## src/tfs_pkg.sv

```systemverilog
// ----------------------------------------------------------------------------
// Tightest-fit size search: shared types and constants
// Field widths, the action codes and the words handed from cell to cell.
// ----------------------------------------------------------------------------
package tfs_pkg;

   localparam int SIZE_W  = 16;  // width or height in points
   localparam int INDEX_W = 7;   // entry index on the ports
   localparam int COUNT_W = 8;   // entry_count register
   localparam int SLACK_W = 17;  // sum of two 16-bit differences

   typedef enum logic {
      ACT_WRITE = 1'b0,
      ACT_QUERY = 1'b1
   } tfs_action_type;

   // Table write broadcast to every cell.
   typedef struct packed {
      logic               en;
      logic [INDEX_W-1:0] index;
      logic [SIZE_W-1:0]  width;
      logic [SIZE_W-1:0]  height;
   } tfs_write_type;

   // Query word that walks down the chain, one cell per cycle while the chain advances.
   typedef struct packed {
      logic               valid;
      logic               live;    // query is not the zero size
      logic [SIZE_W-1:0]  qw;
      logic [SIZE_W-1:0]  qh;
      logic               have;    // some earlier cell fits
      logic [SLACK_W-1:0] slack;   // slack of the best fit so far
   } tfs_token_type;

endpackage

```

## src/tfs_cell.sv

```systemverilog
// ----------------------------------------------------------------------------
// Tightest-fit size search: one table cell
// Holds one table entry and updates the passing query word with it.
// ----------------------------------------------------------------------------
module tfs_cell #(
   parameter int CELL_INDEX = 0,
   parameter int IDX_W      = 7
) (
   input  logic                         clock,
   input  logic                         reset,
   input  logic                         advance,
   input  tfs_pkg::tfs_write_type       wr,
   input  logic [tfs_pkg::COUNT_W-1:0]  count,
   input  tfs_pkg::tfs_token_type       tok_in,
   input  logic [IDX_W-1:0]             best_in,
   output tfs_pkg::tfs_token_type       tok_out,
   output logic [IDX_W-1:0]             best_out
);

   localparam logic [IDX_W-1:0] MY_INDEX = IDX_W'(CELL_INDEX);

   logic [tfs_pkg::SIZE_W-1:0]  ew_ff;
   logic [tfs_pkg::SIZE_W-1:0]  eh_ff;
   tfs_pkg::tfs_token_type      tok_ff;
   tfs_pkg::tfs_token_type      tok_in_w;
   logic [IDX_W-1:0]            best_ff;
   logic [IDX_W-1:0]            best_in_w;
   logic                        in_scope;
   logic                        fits;
   logic                        take;
   logic [tfs_pkg::SLACK_W-1:0] slack;

   always_ff @(posedge clock) begin
      if (wr.en && ({25'b0, wr.index} == 32'(CELL_INDEX))) begin
         ew_ff <= wr.width;
         eh_ff <= wr.height;
      end
   end

   always_comb begin
      in_scope = 32'(CELL_INDEX) < {24'b0, count};
      fits     = tok_in.valid && tok_in.live && in_scope &&
                 (tok_in.qw <= ew_ff) && (tok_in.qh <= eh_ff);
      slack    = {1'b0, ew_ff - tok_in.qw} + {1'b0, eh_ff - tok_in.qh};
      // Strict compare keeps the lower index on a tie.
      take     = fits && (!tok_in.have || (slack < tok_in.slack));

      tok_in_w  = tok_in;
      best_in_w = best_in;
      if (take) begin
         tok_in_w.have  = 1'b1;
         tok_in_w.slack = slack;
         best_in_w      = MY_INDEX;
      end
   end

   always_ff @(posedge clock) begin
      if (reset) begin
         tok_ff.valid <= 1'b0;
      end else if (advance) begin
         tok_ff  <= tok_in_w;
         best_ff <= best_in_w;
      end
   end

   assign tok_out  = tok_ff;
   assign best_out = best_ff;

endmodule

```

## config.mk

```make
export PLATFORM = sky130hd
export DESIGN_NAME = tfs_cell
export DESIGN_NICKNAME = d
export VERILOG_FILES = /design/src/tfs_pkg.sv /design/src/tfs_cell.sv
export SDC_FILE = /design/constraint.sdc
export NUM_CORES = 1
export LEC_CHECK = 0
export BUFFER_PORTS_ARGS = -buffer_cell sky130_fd_sc_hd__buf_2
export CAP_MARGIN = 20
export CORE_MARGIN = 1.5
export CORE_UTILIZATION = 48
export CTS_CLUSTER_DIAMETER = 40
export DETAILED_ROUTE_END_ITERATION = 12
export HOLD_SLACK_MARGIN = 0.08
export PLACE_DENSITY_LB_ADDON = 0.1
export RECOVER_POWER = 25
export SLEW_MARGIN = 20
export SYNTH_ARGS = -nofsm -noshare
export SYNTH_HDL_FRONTEND = slang
export SYNTH_SLANG_ARGS = --single-unit
```

## constraint.sdc

```tcl
create_clock -name clock -period 5.4 [get_ports clock]
set_input_delay 0.81 -clock clock [delete_from_list [all_inputs] [get_ports clock]]
set_output_delay 0.81 -clock clock [all_outputs]
set_load 0.005 [all_outputs]
```

==> metrics.cfg <==
[setup_path]
start_kind=input pin
slowest_stage=a221o_1
critical_path_class=input pin to flip-flop
arrival_ns=5.43
path_common_cell=a21o_1
endpoint_kind=flip-flop
crit_required_ns=5.50
path_buf_inv=4
path_delay_family=compound AO/OA/AOI/OAI gates
slowest_delay_ns=0.36
critPathMaxFanout=6

[clock_network]
insertion_delay_ns=0.35
cts_buffer_depth=2
cts_hold_buffers=0
cts_tree=built
cts_root_buf=clkbuf_16
cts_max_level=3
cts.sinks=91
numCtsBuffers=9
clk_pin_slew_ns=0.06

[synth]
ys.warnings.count=0
yosys.area.top_type=edfxtp_1
synth_seq_area_share_pct=46.1
ys_top_cells_by_area=edfxtp_1 46%, ha_1 14%, inv_1 4.1%, xnor2_1 3.7%, a21oi_1 3.5%
synth_cells=530
synth_edf_count=90
ys_types=58
syn_nets=707
synth-seq-cells=91
synth_area_um2=5900
synth_top_area_share_pct=45.8
ys_async_sr_fraction_pct=0
synth_ff_type=edfxtp_1
syn_avg_cell_area_um2=11.1

[run]
drv_cap=0

[drt]
wirelength_um=13500
antenna_left=0
drt_iter0_drc=119
drc=0
num_vias=4832
drt_pass1_iterations=4
vias_per_cell=5.11
wl_per_cell_um=14.3

[global_route]
overflow=0
antenna_found_initial=0
grt_start_max_net_pins=36
grt_pass1_wl_um=21700
grt_pass1_vias=4857
grt_usage_pct=21.5

[timing]
fmax_mhz=188
finalSetupViolations=0
period_needed_ns=5.33
slew_headroom_pct=43.1
setup_slack_ns=0.0744
finalHoldViolCount=0
finClkSkew_ns=0.00569
rsz0062_at_grt=true
min_period_over_period_pct=98.6
slew_viol_final=0
tightest_slew_ns=0.854

[placement]
port_buffers=168
dp_cells=916
placed_area_um2=7490
dp_slack_ns=-0.688
routabilityCongestion=0.887
place_hpwl_um=10400

[finish]
fin_cells=946
antenna_cells=0
fill_cells=933
nets=971
fin_area_um2=8190
area_delta_synth_final_pct=38.8
drive_above_1_share_pct=41.6
layout_common_cells=157 x buf_2, 90 x edfxtp_1, 82 x buf_4
fin_util_pct=68.2
final_common_cell=buf_2

[die]
die_area_um2=13000
start_util_pct=49.2
die_h_um=114
core-area_um2=12000
fp.dieW_um=114
rows=40
io-pin-count=169

[status]
status=complete, no violations

[power_and_ir_drop]
peakVddDrop_v=0.000229
p_per_area_nw_per_um2=261
p_leak_nw=3.82

[hold_path]
hp-class=flip-flop to flip-flop

-- Yosys cell counts, types with 5 or more instances --
library cell	n
a311oi_1	5
a21o_1	19
nor2b_1	7
o21ai_0	21
nand2_1	22
inv_1	65
nand4_1	10
ha_1	64
nand2b_1	7
a21oi_1	41
o21bai_1	10
nand3_1	8
nor2_1	29
or3_1	6
xor2_1	8
mux2_4	10
xnor2_1	25
edfxtp_1	90
and2_1	8
nor3_1	6
-- routing by layer --
layer / track usage, % / vias to the layer above / wire length [um]
met3: 5.42 / 23 / 875
met5: 0 / - / 0
met2: 36.3 / 142 / 6480
met4: 9.17 / 0 / 333
li1: - / 2488 / -
met1: 26.3 / 2179 / 5850
-- path summary, 6_finish.rpt --
path                             startpoint          end  slack (ns)  cells after the start
worst min-delay path            tok_out[51]  tok_out[51]        0.51                      2
worst min register to register  tok_out[51]  tok_out[51]        0.51                      2
worst max register to register     ew_ff[0]   tok_out[0]        0.24                     25
worst max-delay path             tok_in[35]   tok_out[0]        0.07                     26
-- worst min-delay path: cells and delay by family (launching register included) --
| kind | cells | cell delay [ns] |
|---|---|---|
| AND/OR/NAND/NOR | 1 | 0.07 |
| multiplexers | 1 | 0.07 |
| flip-flops | 1 | 0.33 |
-- metrics by stage --
step | total power [mW] | setup TNS (ns) | hold WS [ns]
floorplan | 1.20 | 0 | 0.485
global placement | 1.45 | -7.93 | 0.473
detailed placement | 1.47 | -13.39 | 0.495
CTS | 2.09 | -0.0678 | 0.511
global route | 2.27 | -1.69 | 0.589
finish | 2.14 | 0 | 0.506
-- kinds of logic after synthesis --
kind of cell / after synthesis / synth area share, %
DFF: 91 / 46.1
xor gates and xnor gates: 33 / 4.90
AOI/OAI and AO/OA: 134 / 15.3
muxes: 18 / 4.05
and+or+nand+nor: 117 / 10.4
adders and majority gates: 67 / 14.6
buffers and inverters: 70 / 4.70
-- registers in the layout, indices dropped and copies added, names as in the netlist --
register / flops
tok_out: 52
eh_ff: 16
ew_ff: 16
best_out: 7
-- where the power goes --
part / total [mW] / internal (mW) / switching (mW)
Clock: 0.578 / 0.313 / 0.265
Combinational: 0.747 / 0.391 / 0.356
Sequential: 0.813 / 0.808 / 0.00548
-- cell type report --
| cell class | count | area (um2) | area share (%) |
|---|---|---|---|
| sequential | 91 | 2720 | 33.2 |
| inverter | 66 | 248 | 3.02 |
| clock buffer | 10 | 229 | 2.79 |
| multi-input combinational | 369 | 3200 | 39.0 |
| tap | 147 | 184 | 2.24 |
| timing repair buffer | 257 | 1570 | 19.2 |
| clock inverter | 6 | 40.0 | 0.489 |
-- what timing repair did --
item / CTS / global route
setup endpoints to repair: 24 / 24
gates resized for setup: 23 / 52
gates cloned: 2 / 0
buffers inserted: 5 / 8
pin swaps: 15 / 56
Note: power is estimated with default switching activity, not from simulation.
